<file path="src/hdl/cn2d_pkg.sv">
// Shared widths and constants for the 2D cellular noise core.
// No dependencies; imported by every module of the core.
package cn2d_pkg;

   localparam int COORD_W          = 32;
   localparam int DENS_W           = 24;
   localparam int DENS_FRAC        = 16;
   localparam logic [DENS_W-1:0] DENS_RESET = 24'd65536;
   localparam int WORK_BITS        = 24;
   localparam int DEF_FRAC_BITS    = 16;
   localparam int DEF_OFFSET_BITS  = 24;

   localparam logic [31:0] HMUL1   = 32'h7feb352d;
   localparam logic [31:0] HMUL2   = 32'h846ca68b;
   localparam logic [31:0] HGOLD   = 32'h9e3779b9;
   localparam logic [31:0] HSHIFT  = 32'h0000_1000;

   localparam int DIFF_W     = WORK_BITS + 2;   // signed offset difference
   localparam int D2_W       = 2 * WORK_BITS + 3;
   localparam int RAD_W      = 36;              // radicand (d2 >> 16), padded even
   localparam int ROOT_W     = RAD_W / 2;
   localparam int SQ_STAGES  = ROOT_W / 2;      // two root bits per stage

   localparam int SUM_W      = ROOT_W + 1;
   localparam int REM_W      = SUM_W + 1;
   localparam int QUO_W      = 17;              // quotient up to 1.0 in Q1.16
   localparam int DIV_STAGES = (QUO_W + 1) / 2; // two quotient bits per stage
   localparam int EDGE_W     = 16;

endpackage

</file>
<file path="src/hdl/cn2d_div.sv">
// Pipelined restoring divider for a quotient in [0, 1.0] with 16 fraction bits.
// Depends on cn2d_pkg. Dividend must not exceed the divisor.
module cn2d_div import cn2d_pkg::*; (
   input  logic              clock,
   input  logic              enable,
   input  logic [ROOT_W-1:0] dividend,
   input  logic [SUM_W-1:0]  divisor,
   output logic [QUO_W-1:0]  quotient
);

   logic [REM_W-1:0] rem_ff [DIV_STAGES];
   logic [SUM_W-1:0] dsr_ff [DIV_STAGES];
   logic [QUO_W-1:0] quo_ff [DIV_STAGES];

   for (genvar g = 0; g < DIV_STAGES; g++) begin : g_stage
      logic [REM_W-1:0] rem_in;
      logic [SUM_W-1:0] dsr_in;
      logic [QUO_W-1:0] quo_in;

      always_comb begin
         if (g == 0) begin
            rem_in = REM_W'(dividend);
            dsr_in = divisor;
            quo_in = '0;
         end else begin
            rem_in = rem_ff[g-1];
            dsr_in = dsr_ff[g-1];
            quo_in = quo_ff[g-1];
         end
         for (int k = 0; k < 2; k++) begin
            if (2*g + k < QUO_W) begin
               if (2*g + k != 0) begin
                  rem_in = {rem_in[REM_W-2:0], 1'b0};
               end
               if (rem_in >= REM_W'(dsr_in)) begin
                  rem_in = rem_in - REM_W'(dsr_in);
                  quo_in = {quo_in[QUO_W-2:0], 1'b1};
               end else begin
                  quo_in = {quo_in[QUO_W-2:0], 1'b0};
               end
            end
         end
      end

      always_ff @(posedge clock) begin
         if (enable) begin
            rem_ff[g] <= rem_in;
            dsr_ff[g] <= dsr_in;
            quo_ff[g] <= quo_in;
         end
      end
   end

   assign quotient = quo_ff[DIV_STAGES-1];

endmodule

</file>
<file path="config.mk">
export PLATFORM = sky130hd
export DESIGN_NAME = cn2d_div
export DESIGN_NICKNAME = d
export VERILOG_FILES = /design/src/hdl/cn2d_pkg.sv /design/src/hdl/cn2d_div.sv
export SDC_FILE = /design/constraint.sdc
export NUM_CORES = 1
export LEC_CHECK = 0
export ABC_AREA = 1
export BUFFER_PORTS_ARGS = -buffer_cell sky130_fd_sc_hd__buf_2
export CAP_MARGIN = 20
export CORE_MARGIN = 2
export CORE_UTILIZATION = 40
export DETAILED_ROUTE_END_ITERATION = 10
export GPL_ROUTABILITY_DRIVEN = 1
export SETUP_SLACK_MARGIN = 0.3
export SYNTH_ARGS = -nofsm -noshare
export SYNTH_HDL_FRONTEND = slang
export SYNTH_SLANG_ARGS = --single-unit
export TNS_END_PERCENT = 5
</file>
<file path="constraint.sdc">
create_clock -name clock -period 7 [get_ports clock]
set_clock_uncertainty 0.2 [all_clocks]
set_input_delay 0.7 -clock clock [delete_from_list [all_inputs] [get_ports clock]]
set_output_delay 0.7 -clock clock [all_outputs]
set_load 0.1 [all_outputs]
</file>
==> metrics.log <==
INFO  metric outcome = finished, final reports clean
INFO  metric drt-wirelength-per-cell = about 17 um
INFO  metric total_congestion_overflow = 0
INFO  metric core_area = 83400 sq um
INFO  metric synthToLayoutAreaGrowth = 8.89%
INFO  metric detail_route.drc_violations = 0
INFO  metric crit_path_max_fo = 23
INFO  metric ys_dominant_reg_cell = sky130_fd_sc_hd__edfxtp_1
INFO  metric clock_latency_on_the_worst_skew_pair = between 0.6 and 0.7 ns
INFO  metric critPathMostFrequentCell = sky130_fd_sc_hd__nand2_1
INFO  metric via_density = roughly 5.2
INFO  metric critical-path-max-stage-delay = 0.57 ns
INFO  metric cts_buffers = between 40 and 50
INFO  metric ioPinCount = 56
INFO  metric critical_path.reg2reg.endpoint = rem_ff[0][58]
INFO  metric critPathRequiredTime = ~7.1 ns
INFO  metric 1st_iter_drt_viols = around 2400
INFO  metric cts_tree = built
INFO  metric gpl.final_weighted_congestion = approximately 0.94
INFO  metric antenna_violating_nets_post_route = 0
INFO  metric post-route-min-period = between 5 and 6 ns
INFO  metric synth.top_cell.area_share = between 30% and 40%
INFO  metric die_y = around 290 um
INFO  metric finish.net_count = a little over 5000
INFO  metric grt_pass1_wl = approximately 160 mm
INFO  metric synth_fp_nets = approximately 5000
INFO  metric r2r_start = dsr_ff[0][19]
INFO  metric postCtsResizedCells = 0
INFO  metric antenna_cells = 0
INFO  metric cts.reportedPaths.clkPinSlew = approximately 0.070 ns
INFO  metric clk_path_buf_depth = 3
INFO  metric cells_along_the_critical_path = inv_1 -> fa_1 -> nand3_1 -> nand3_1 -> nand3_1 -> nand4_2 -> inv_1 -> nand2_1 -> nand2_1 -> ha_1 -> a21oi_1 -> nand2_1 -> nand2_1 -> nand2_1 -> nand2_1 -> nand3_1 -> a21oi_2 -> buf_4 -> nand3_2 -> nand2_1 -> o21ai_2
INFO  metric slew_violations = 0
INFO  metric htree_num_levels = 2
INFO  metric dieWidth = 294 um
INFO  metric final.fill_count = between 8000 and 9000
INFO  metric min_to = dsr_ff[0][16]
INFO  metric hp-class = in -> reg
INFO  metric cpMaxStageDelayCell = sky130_fd_sc_hd__inv_1
INFO  metric firstDrtPassIters = 6
INFO  metric setup-violations-final = 0
INFO  metric synthesis.area_per_instance = approximately 7.3 sq um
INFO  metric synth-seq-cells = 393
INFO  metric max_cap_violations = 0
INFO  metric first_global_vias = 28300
INFO  metric vias = 30000
INFO  metric worst_setup_path_startpoint = dsr_ff[0][19]
INFO  metric fp.dieArea = between 80000 and 90000 sq um
INFO  metric cts_hold_repair.buffers = 0
INFO  metric timing.hold.worst_path_depth = 1
INFO  metric num_rows = roughly 110
INFO  metric yosys-top-cells-area = sky130_fd_sc_hd__edfxtp_1 (35%), sky130_fd_sc_hd__nand2_1 (19%), sky130_fd_sc_hd__ha_1 (12%)
INFO  metric yosysUniqueCellTypes = 50
INFO  metric share_of_final_layout_standard_cells_stronger_than_drive_strength_1 = under 10%
INFO  metric setup_repair_after_global_routing_missed_its_margin = false
INFO  metric fmaxAchievable = between 0.15 and 0.2 GHz
INFO  metric synthCells = around 4600
INFO  metric grt_start_max_net_pins = 120
INFO  metric category_of_the_most_critical_setup_path = reg -> reg
INFO  metric synth-warning-count = 0
INFO  metric r2r_setup_slack = between 1 and 1.5 ns
INFO  metric critPathCaptureType = register
INFO  metric timing.hold.worst.start = divisor[16]
INFO  metric placement.io_buffers = 55
INFO  metric crit_arrival = 5.75 ns
INFO  metric postSynth.asyncResetShare = 0%
INFO  metric worst_slew_pin_slew = 1.00 ns
INFO  metric worstRegToRegCells = 21
INFO  metric cts.repair_timing.setup_buffer_count = 0
INFO  metric grtUsageTotal = between 20% and 30%
INFO  metric timing_hold_violations_final = 0
INFO  metric timing.setup.tns = 0 ns
INFO  metric initial_core_util = between 40% and 50%
INFO  metric worst_setup_path_start_kind = register
INFO  metric netlist_area = about 34000 sq um
INFO  metric period_share = 80.2%
INFO  metric synth-edff-count = around 390
INFO  metric routed_wl = 99.6 mm
INFO  metric stdcell_area = roughly 37000 sq um
INFO  metric dp_hpwl = slightly above 80 mm
INFO  metric cts_root_buffer = sky130_fd_sc_hd__clkbuf_16
INFO  metric synth_top_cell_by_area = sky130_fd_sc_hd__edfxtp_1
INFO  metric relSlewSlack = roughly 33%
INFO  metric antenna_found_initial = 0
INFO  metric synth.yosys.seq_area_share = 35.1%
INFO  metric placed_cell_area = approximately 35000 sq um
INFO  metric clock_sink_count = 393
## metrics by stage
stage | util [%] | hold slack [ns] | setup slack [ns] | std cells
global route | 43.9 | 0.0806 | 0.924 | 5803
floorplan | - | 0.200 | 2.89 | 4618
CTS | 43.9 | 0.0646 | 1.42 | 5803
global placement | 42.0 | 0.200 | 1.42 | 5714
finish | 43.9 | 0.0988 | 1.38 | 5803
detailed placement | 42.0 | 0.205 | 1.43 | 5714
## Yosys cell counts, drive strengths merged (2+ instances only)
master	count
o211ai	3
ha	314
xor2	94
nand4	80
a21boi	8
a21o	5
edfxtp	393
o211a	2
buf	51
nor4	6
nor3b	2
o21a	9
inv	583
clkinv	5
and2	5
a21oi	263
or2	27
o21bai	30
nor3	41
nand2	1695
fa	9
a31oi	14
o31ai	6
nor2	361
and3	2
nor2b	4
o21ai	157
nand3	325
nand3b	37
xnor2	86
## cell families (layout without fill, tap and decap cells)
| kind of cell | count (synthesis) | after routing | synth area share, % |
|---|---|---|---|
| AOI/OAI and AO/OA | 498 | 498 | 8.06 |
| and+or+nand+nor | 2585 | 2585 | 32.3 |
| buffers and inverters | 639 | 744 | 7.66 |
| xor gates and xnor gates | 180 | 180 | 4.69 |
| DFF | 393 | 393 | 35.1 |
| adders and majority gates | 323 | 323 | 12.2 |
## worst max-delay path: cells and delay by family, from the launching register on
kind | cells | cell delay (ns)
and+or+nand+nor | 13 | 2.23
AOI/OAI and AO/OA | 3 | 0.55
DFF | 1 | 0.50
buffers and inverters | 3 | 1.04
adders and majority gates | 2 | 0.83
## per-layer routing
metal  wire [um]  track usage (%)  vias up
met5           0                0        -
met4        3330             7.69        0
met2       42900             35.6      778
met3        5340             2.64      158
met1       48100             32.8    13700
li1            -                -    15400
## sequential cells by signal (all words and copies together) (netlist names)
register / count
dsr_ff: 152
rem_ff: 152
quo_ff: 89
## cell type report
| class | instances | area, sq um | share of cell area, % |
|---|---|---|---|
| multi-input combinational | 3586 | 19300 | 52.6 |
| sequential | 393 | 11800 | 32.2 |
| inverter | 588 | 2210 | 6.03 |
| tap | 1080 | 1350 | 3.69 |
| clock buffer | 53 | 1220 | 3.33 |
| timing repair buffer | 67 | 400 | 1.09 |
| clock inverter | 36 | 388 | 1.06 |
## cells in the final DEF, fill, tap and decap left out, types with 6 or more instances in the layout
cell type / count
sky130_fd_sc_hd__a21boi_0: 6
sky130_fd_sc_hd__nand3_1: 309
sky130_fd_sc_hd__inv_2: 6
sky130_fd_sc_hd__o21bai_1: 30
sky130_fd_sc_hd__o21ai_1: 25
sky130_fd_sc_hd__o31ai_1: 6
sky130_fd_sc_hd__o21ai_0: 126
sky130_fd_sc_hd__buf_2: 54
sky130_fd_sc_hd__edfxtp_1: 393
sky130_fd_sc_hd__inv_1: 577
sky130_fd_sc_hd__nand3_2: 15
sky130_fd_sc_hd__bufinv_16: 6
sky130_fd_sc_hd__clkinv_1: 14
sky130_fd_sc_hd__or2_2: 26
sky130_fd_sc_hd__nand4_1: 79
sky130_fd_sc_hd__nor2_2: 11
sky130_fd_sc_hd__nor2_4: 7
sky130_fd_sc_hd__nand2_2: 8
sky130_fd_sc_hd__a21oi_1: 260
sky130_fd_sc_hd__xor2_1: 94
sky130_fd_sc_hd__xnor2_1: 86
sky130_fd_sc_hd__nand2_1: 1685
sky130_fd_sc_hd__clkinv_2: 7
sky130_fd_sc_hd__o21a_1: 9
sky130_fd_sc_hd__nand3b_1: 36
sky130_fd_sc_hd__fa_1: 9
sky130_fd_sc_hd__o21ai_2: 6
sky130_fd_sc_hd__a31oi_1: 14
sky130_fd_sc_hd__nor3_1: 40
sky130_fd_sc_hd__nor2_1: 343
sky130_fd_sc_hd__buf_4: 10
sky130_fd_sc_hd__clkbuf_16: 48
sky130_fd_sc_hd__ha_1: 314
## how the worst max path moves through the flow
stage	end	cells after the start
final	rem_ff[0][58]	21
after global placement	rem_ff[0][55]	21
after floorplan	rem_ff[0][138]	23
after global routing	rem_ff[0][58]	21
after detailed placement	rem_ff[0][58]	21
after CTS	rem_ff[0][58]	21
Power is left out: the tool's default activity adds up to more than one toggle a clock period on the data nets, which glitch-free logic cannot reach.
