## src/hdl/cn2d_pkg.sv

```systemverilog
// Shared widths and constants for the 2D cellular noise core.
// No dependencies; imported by every module of the core.
package cn2d_pkg;

   localparam int COORD_W          = 32;
   localparam int DENS_W           = 24;
   localparam int DENS_FRAC        = 16;
   localparam logic [DENS_W-1:0] DENS_RESET = 24'd65536;
   localparam int WORK_BITS        = 24;
   localparam int DEF_FRAC_BITS    = 16;
   localparam int DEF_OFFSET_BITS  = 24;

   localparam logic [31:0] HMUL1   = 32'h7feb352d;
   localparam logic [31:0] HMUL2   = 32'h846ca68b;
   localparam logic [31:0] HGOLD   = 32'h9e3779b9;
   localparam logic [31:0] HSHIFT  = 32'h0000_1000;

   localparam int DIFF_W     = WORK_BITS + 2;   // signed offset difference
   localparam int D2_W       = 2 * WORK_BITS + 3;
   localparam int RAD_W      = 36;              // radicand (d2 >> 16), padded even
   localparam int ROOT_W     = RAD_W / 2;
   localparam int SQ_STAGES  = ROOT_W / 2;      // two root bits per stage

   localparam int SUM_W      = ROOT_W + 1;
   localparam int REM_W      = SUM_W + 1;
   localparam int QUO_W      = 17;              // quotient up to 1.0 in Q1.16
   localparam int DIV_STAGES = (QUO_W + 1) / 2; // two quotient bits per stage
   localparam int EDGE_W     = 16;

endpackage

```

## src/hdl/cn2d_isqrt.sv

```systemverilog
// Pipelined integer square root, two result bits per stage.
// Depends on cn2d_pkg.
module cn2d_isqrt import cn2d_pkg::*; (
   input  logic              clock,
   input  logic              enable,
   input  logic [RAD_W-1:0]  radicand,
   output logic [ROOT_W-1:0] root
);

   logic [ROOT_W+1:0] rem_ff  [SQ_STAGES];
   logic [ROOT_W-1:0] root_ff [SQ_STAGES];
   logic [RAD_W-1:0]  rad_ff  [SQ_STAGES];

   for (genvar g = 0; g < SQ_STAGES; g++) begin : g_stage
      logic [ROOT_W+1:0] rem_in;
      logic [ROOT_W-1:0] root_in;
      logic [RAD_W-1:0]  rad_in;

      always_comb begin
         logic [ROOT_W+3:0] trial_rem;
         logic [ROOT_W+3:0] trial_sub;
         if (g == 0) begin
            rem_in  = '0;
            root_in = '0;
            rad_in  = radicand;
         end else begin
            rem_in  = rem_ff[g-1];
            root_in = root_ff[g-1];
            rad_in  = rad_ff[g-1];
         end
         for (int k = 0; k < 2; k++) begin
            trial_rem = {rem_in, rad_in[RAD_W-1-2*(2*g+k) -: 2]};
            trial_sub = {2'b00, root_in, 2'b01};
            if (trial_rem >= trial_sub) begin
               rem_in  = (ROOT_W+2)'(trial_rem - trial_sub);
               root_in = {root_in[ROOT_W-2:0], 1'b1};
            end else begin
               rem_in  = trial_rem[ROOT_W+1:0];
               root_in = {root_in[ROOT_W-2:0], 1'b0};
            end
         end
      end

      always_ff @(posedge clock) begin
         if (enable) begin
            rem_ff[g]  <= rem_in;
            root_ff[g] <= root_in;
            rad_ff[g]  <= rad_in;
         end
      end
   end

   assign root = root_ff[SQ_STAGES-1];

endmodule

```

## config.mk

```make
export PLATFORM = sky130hd
export DESIGN_NAME = cn2d_isqrt
export DESIGN_NICKNAME = d
export VERILOG_FILES = /design/src/hdl/cn2d_pkg.sv /design/src/hdl/cn2d_isqrt.sv
export SDC_FILE = /design/constraint.sdc
export NUM_CORES = 1
export LEC_CHECK = 0
export BUFFER_PORTS_ARGS = -buffer_cell sky130_fd_sc_hd__buf_4
export CAP_MARGIN = 30
export CORE_ASPECT_RATIO = 1.4
export CORE_MARGIN = 8
export CORE_UTILIZATION = 60
export DETAILED_ROUTE_END_ITERATION = 8
export GPL_TIMING_DRIVEN = 0
export PLACE_DENSITY = 0.77
export SLEW_MARGIN = 30
export SYNTH_ARGS = -nofsm -noshare
export SYNTH_HDL_FRONTEND = slang
export SYNTH_SLANG_ARGS = --single-unit
```

## constraint.sdc

```tcl
create_clock -name clock -period 7.5 [get_ports clock]
set_input_delay 1.5 -clock clock [delete_from_list [all_inputs] [get_ports clock]]
set_output_delay 1.5 -clock clock [all_outputs]
set_load 0.05 [all_outputs]
```

==> results of run 1 <==
## layout make-up
type                       instances  area [um2]  area share, %
clock buffer                      42         987           3.66
multi-input combinational       1752       12300           45.4
clock inverter                    25         215          0.798
tap                              534         668           2.48
timing repair buffer              59         531           1.97
sequential                       383       11500           42.6
inverter                         159         597           2.21
buffer                            44         221          0.821
## power breakdown
part / internal [uW] / total [uW] / leakage [uW] / switching (uW)
logic: 1320 / 3120 / 0.00656 / 1800
clock network: 1030 / 1840 / 0.000570 / 813
registers: 2810 / 3050 / 0.00366 / 234
## cells by family after synthesis
logic type,after synthesis
AOI/OAI and AO/OA,608
xor gates and xnor gates,201
buffers and inverters,203
muxes,50
adders and majority gates,186
other,1
and+or+nand+nor,705
DFF,383
## worst max path at each step
stage | start | end | slack, ps | depth (start not counted)
2_1_floorplan | rem_ff[0][131] | rem_ff[0][153] | 1850 | 23
3_3_place_gp | root_ff[0][119] | rem_ff[0][155] | 540 | 24
3_5_place_dp | root_ff[0][119] | rem_ff[0][154] | 490 | 24
4_1_cts | root_ff[0][119] | rem_ff[0][154] | 460 | 24
5_1_grt | rem_ff[0][133] | rem_ff[0][154] | 70 | 21
6_report | root_ff[0][119] | rem_ff[0][155] | 550 | 24
## flip-flops by register name, indices dropped and copies added (netlist names)
signal / count
rem_ff: 149
root_ff: 90
rad_ff: 144
## Yosys cell counts (all sizes together), types with 27 or more instances
| library cell | n |
|---|---|
| o21ai | 128 |
| o31ai | 27 |
| mux2 | 33 |
| nor2 | 209 |
| xor2 | 78 |
| inv | 159 |
| nor2b | 31 |
| edfxtp | 383 |
| nor3 | 48 |
| a21oi | 178 |
| o21a | 37 |
| xnor2 | 123 |
| or2 | 28 |
| nand2 | 137 |
| nand3 | 64 |
| a21o | 67 |
| nor4 | 32 |
| ha | 186 |
## layer usage
layer  vias to the layer above  GRT usage (%)  share of wire, %
met5                         -              0                 0
met4                         0           10.0               4.1
met3                       156           2.84               3.8
met2                       491           43.7                53
met1                      8689           25.6                39
li1                       8947              -                 -
## repair_timing
action                     CTS  global route
gates resized for setup      0             2
setup endpoints to repair    0             4
hold endpoints to repair     0             0
## through the flow
step | cell area (um2) | setup WS [ps] | util [%] | instances | hold slack, ps
2_1_floorplan | 24600 | 1850 | - | 2338 | 400
3_3_place_gp | 25700 | 544 | 63.5 | 2927 | 400
3_5_place_dp | 25800 | 488 | 63.8 | 2931 | 405
4_1_cts | 27000 | 456 | 66.8 | 2998 | 416
5_1_grt | 27000 | 67.5 | 66.8 | 2998 | 417
6_report | 27000 | 550 | 66.8 | 2998 | 414
==> reports/results.ini, run 1 <==
[status]
status = completed

[yosys]
synthAdderAreaFrac_pct = 9.47
ys_seq_elements = 383
synthFlopType = edfxtp_1
synth_top_area_share_pct = 46.8
synth_compound_area_share_pct = 16.1
avgSynthCellArea_um2 = 10.5
yosysWarnings = 0
synthXorXnorAreaFrac_pct = 7.20
synthDistinctLibCells = 100
synthMuxAreaShare_pct = 2.24
synth-simple-area-share_pct = 14.9
ys_seq_area_share_pct = 46.8
netlist_area_mm2 = 0.0246
synth_top_family_by_area = compound AO/OA/AOI/OAI gates
yosysTopAreaCell = edfxtp_1
synth_edf_count = 383
synthTopCellsByArea = edfxtp_1 47%, ha_1 9.5%, xnor2_1 4.3%
synthCells = 2337
async_flop_share_pct = 0

[critical_path]
cp_num_buf_inv = 5
slowest_delay_ps = 600
crit_slowest_cell = a2111o_1
required_ps = 7790
end_kind = flop
worstPathCellList = inv_1 > ha_1 > buf_2 > nand3_1 > nor4_1 > o31ai_1 > a2111o_1 > nand2_1 > clkbuf_1 > clkbuf_2 > nand2_1 > nand2_1 > ha_1 > a21o_1 > and2_1 > o21ai_0 > nand2b_1 > a21o_1 > a21o_1 > a22o_1 > a2111o_1 > nor3_4 > buf_2 > mux2_1
reg2reg_from = root_ff[0][119]
r2r.worst_path.cells = 24
crit_path_start_kind = flop
crit_arrival_ps = 7240
reg2reg_slack_ps = 550
critPathTopFamily = compound AO/OA/AOI/OAI gates
crit_fanout = 10
r2r-end = rem_ff[0][155]
worstSetupPathType = flop to flop

[finish]
drive_above_1_share_pct = 9.05
final_nets = 2661
mostFrequentLayoutCells = 383 x edfxtp_1, 204 x nor2_1, 186 x ha_1
fillers = 3130
final_common_cell = edfxtp_1
area_growth_pct = 9.81
antennaDiodeCount = 0

[cts]
cts_root_buf = clkbuf_16
cts_buffers = 38
worstSkewPairLatency_ps = 550
cts_tree = built
postCtsHoldBufs = 0
post_cts_buffers = 0
path_clk_slew_ps = 70
clk_path_buf_depth = 3
h-tree-depth = 2
clock-sinks = 383

[floorplan]
die_w_um = 187
die_y_um = 255
die_area_mm2 = 0.0478
start_util_pct = 60.8
rows = 87
top_level_ports = 56
fp.coreArea_mm2 = 0.0404

[hold_path]
min_to = rad_ff[0][220]
hp-start = rad_ff[0][184]
hp-class = flop to flop
holdPathStages = 0

[place]
gp_congestion = 0.945
hpwl_um = 44400
port_buffers = 55

[global_route]
grt.total_usage_pct = 23.1
grt_max_degree = 98
grt_pass1_wl_um = 90800
grt_remaining_overflow = 0
antenna_found_initial = 0
grt_pass1_vias = 18100

[timing]
grt_setup_unrepaired = false
drv_slew = 0
worst_pin_slew_ps = 825
final.min_clock_period_ps = 6950
setup_viol = 0
fin_crit_sh_pct = 92.7
clock.fmax_mhz = 144
finalHoldViolCount = 0
relSlewSlack_pct = 44.3
setup_tns_ps = 0
clock_skew_ps = 19.0

[routing]
wire_per_inst_um = 19.1
drc_errors = 0
firstDrtPassIters = 6
post_drt_via_cell_ratio = 6.10
vias = 18300
drt-total-wl_um = 57100
drt_iter0_drc = 1080
ant_nets = 0

[power]
total_power_uw = 8010
powerDensity_mw_per_mm2 = 297
p_leak_uw = 0.0108
vdd_drop_max_mv = 0.253

[job]
drv_cap = 0

Power figures use the tool's default switching activity.
==> run 2: changes to the inputs <==
Settings changed: ABC_AREA from default to 1.
==> run 2 against run 1 <==
Hold slack worse by 6.0 ps; core utilization is 0.78 points lower; synthesized cell count is 48% higher; clock skew is 1.4 ps higher; combinational power is 28% higher; routed wire length is 28% higher; power is 12% higher; register-to-register slack better by 1900 ps; via count is 29% higher; largest cell class unchanged; global-route usage is 3.8 points higher; critical path depth is 1 lower; final cell count is 40% higher.
==> reports/results.ini, run 2 <==
[status]
status = completed  ; unchanged

[routing]
ant_nets = 0  ; unchanged
wire_per_inst_um = 17.4  ; was 19.1 um
drt-total-wl_um = 73200  ; was 57100 um
vias = 23600  ; was 18300
drt_iter0_drc = 1527  ; was 1080
post_drt_via_cell_ratio = 5.60  ; was 6.10
firstDrtPassIters = 8  ; was 6
drc_errors = 0  ; unchanged

[critical_path]
end_kind = flop  ; unchanged
crit_fanout = 10  ; unchanged
crit_path_start_kind = flop  ; unchanged
crit_arrival_ps = 5380  ; was 7240 ps
reg2reg_slack_ps = 2450  ; was 550 ps
worstSetupPathType = flop to flop  ; unchanged
required_ps = 7830  ; was 7790 ps

[power]
switching_power_uw = 3770  ; was 2850 uW
clockPowerShare_pct = 21.4  ; was 23.0%
powerDensity_mw_per_mm2 = 296  ; was 297 mW/mm2
p_leak_uw = 0.0140  ; was 0.0108 uW
p_comb_share_pct = 44.6  ; was 39.0%
internal-power_uw = 5210  ; was 5170 uW
switching_share_pct = 42.0  ; was 35.5%
vdd_drop_max_mv = 0.221  ; was 0.253 mV
p_seq_share_pct = 34.0  ; was 38.0%

[global_route]
grt_max_degree = 101  ; was 98
grt_pass1_vias = 22900  ; was 18100
grt_pass1_wl_um = 115000  ; was 90800 um
antenna_found_initial = 0  ; unchanged
grt.total_usage_pct = 26.9  ; was 23.1%
grt_remaining_overflow = 0  ; unchanged

[cts]
clock-sinks = 383  ; unchanged
path_clk_slew_ps = 70  ; about the same
cts_buffers = 39  ; was 38
cts-resized-gates = 0  ; unchanged
cts_tree = built  ; unchanged
post_cts_buffers = 0  ; unchanged
clk_path_buf_depth = 3  ; unchanged
h-tree-depth = 2  ; unchanged
worstSkewPairLatency_ps = 580  ; was 550 ps
cts_root_buf = clkbuf_16  ; unchanged
postCtsHoldBufs = 0  ; unchanged

[yosys]
synth.most_common_cell = nand2_1  ; was edfxtp_1
avgSynthCellArea_um2 = 8.00  ; was 10.5 um2
async_flop_share_pct = 0  ; unchanged
synthTopCellsByCount = 966 x nand2_1, 443 x inv_1, 383 x edfxtp_1  ; was 383 x edfxtp_1, 204 x nor2_1, 186 x ha_1
ys_seq_area_share_pct = 41.5  ; was 46.8%
ys_seq_elements = 383  ; unchanged
synthDistinctLibCells = 60  ; was 100
synth_top_area_share_pct = 41.5  ; was 46.8%
synthTopCellsByArea = edfxtp_1 41%, nand2_1 13%, ha_1 8.4%  ; was edfxtp_1 47%, ha_1 9.5%, xnor2_1 4.3%
synth_edf_count = 383  ; unchanged
synthCells = 3464  ; was 2337
synthFlopType = edfxtp_1  ; unchanged
yosysTopAreaCell = edfxtp_1  ; unchanged
yosysWarnings = 0  ; unchanged
netlist_area_mm2 = 0.0277  ; was 0.0246 mm2

[floorplan]
die_area_mm2 = 0.0534  ; was 0.0478 mm2
die_y_um = 270  ; was 255 um
start_util_pct = 60.5  ; was 60.8%
top_level_ports = 56  ; unchanged
die_w_um = 198  ; was 187 um
rows = 93  ; was 87
fp.coreArea_mm2 = 0.0458  ; was 0.0404 mm2

[place]
port_buffers = 55  ; unchanged
gp_congestion = 0.982  ; was 0.945
place_ws_ps = 2580  ; was 488 ps
dp.cells = 4141  ; was 2931
hpwl_um = 59400  ; was 44400 um

[timing]
relSlewSlack_pct = 57.0  ; was 44.3%
worst_pin_slew_ps = 641  ; was 825 ps
setup_ws_ps = 2450  ; was 550 ps
final.min_clock_period_ps = 5050  ; was 6950 ps
setup_tns_ps = 0  ; unchanged
fin_crit_sh_pct = 67.3  ; was 92.7%
clock.fmax_mhz = 198  ; was 144 MHz
finalHoldViolCount = 0  ; unchanged
grt_setup_unrepaired = false  ; unchanged
drv_slew = 0  ; unchanged
hold_slack_ps = 408  ; was 414 ps
clock_skew_ps = 20.4  ; was 19.0 ps
setup_viol = 0  ; unchanged

[finish]
top_register = rem_ff  ; unchanged
largest_reg_flops = 149  ; unchanged
mostFrequentLayoutCells = 966 x nand2_1, 443 x inv_1, 383 x edfxtp_1  ; was 383 x edfxtp_1, 204 x nor2_1, 186 x ha_1
final_cells = 4209  ; was 2998
antennaDiodeCount = 0  ; unchanged
fillers = 4022  ; was 3130
top_regs = rem_ff (149), rad_ff (144), root_ff (90)  ; unchanged
final_common_cell = nand2_1  ; was edfxtp_1
drive_above_1_share_pct = 9.44  ; was 9.05%
area_growth_pct = 9.16  ; was 9.81%
final_nets = 3789  ; was 2661

[hold_path]
hp-class = flop to flop  ; unchanged

[job]
drv_cap = 0  ; unchanged

==> run 2: changes by cell type in the layout (fill, tap and decap cells not counted), moves of 47 or more <==
| cell | before | now |
|---|---|---|
| o21ai_0 | 116 | 163 |
| inv_1 | 154 | 443 |
| nor2_1 | 204 | 287 |
| nand2_1 | 136 | 966 |
| xnor2_1 | 122 | 53 |
| a21o_1 | 67 | 11 |
| nand4_1 | 26 | 89 |
| nand3_1 | 61 | 224 |
==> run 2: per-stage QoR <==
stage	area [um2]	total power (uW)	util, %
global placement	28900	6930	63.1
CTS	30300	8960	66.0
floorplan	27700	5930	-
detailed placement	29000	7010	63.3
finish	30300	8980	66.0
global route	30300	9590	66.0
==> run 2: kinds of logic after synthesis <==
family	after synthesis	synth area share, %
and+or+nand+nor	1777	28.8
buffers and inverters	516	7.48
AOI/OAI and AO/OA	457	9.24
DFF	383	41.5
adders and majority gates	186	8.39
xor gates and xnor gates	144	4.55
other	1	0.0135
==> run 2: layout make-up <==
cell class                      instances  area, um2  share of cell area, %
Multi-Input combinational cell       2566      14200                   46.8
Sequential cell                       383      11500                   38.0
Inverter                              480       1810                   5.97
Tap cell                              617        772                   2.55
Clock buffer                           46       1000                   3.31
Timing Repair Buffer                   59        531                   1.75
Clock inverter                         22        233                  0.769
Buffer                                 36        267                  0.880
==> run 2: critical path, cell delays in order, from the launching register on <==
cell,delay [ps]
edfxtp_1,500
inv_1,160
ha_1,400
nand2_1,130
nor2_1,70
nand2_1,60
nor2_1,40
nor2_1,260
nand3_2,290
buf_2,280
inv_1,220
buf_2,280
nand2_1,70
o21ai_0,170
ha_1,390
a21oi_1,280
o21ai_0,140
a21oi_1,120
o21ai_0,190
a21oi_1,320
nand2_1,110
xor2_1,180
nand2_1,90
inv_2,30
==> run 2: path summary, 6_finish.rpt <==
path / start / end / cells past startpoint
max reg2reg: root_ff[0][101] / rem_ff[0][139] / 23
max: root_ff[0][101] / rem_ff[0][139] / 23
min: rad_ff[0][122] / rad_ff[0][158] / 0
min reg2reg: rad_ff[0][122] / rad_ff[0][158] / 0
==> run 2: layer usage <==
metal	track usage, %	vias up	wire length, um
li1	-	11800	-
met1	29.6	10900	28200
met2	49.1	695	37700
met3	2.95	232	2770
met4	15.8	0	4530
met5	0	-	0
==> run 2: power groups by stage <==
stage                     clock network (uW)  registers, uW  logic (uW)
after floorplan                            0           3000        2930
after global placement                     0           3090        3840
after detailed placement                   0           3090        3920
after CTS                               1960           3050        3950
after global routing                    2030           3080        4480
final                                   1920           3050        4000
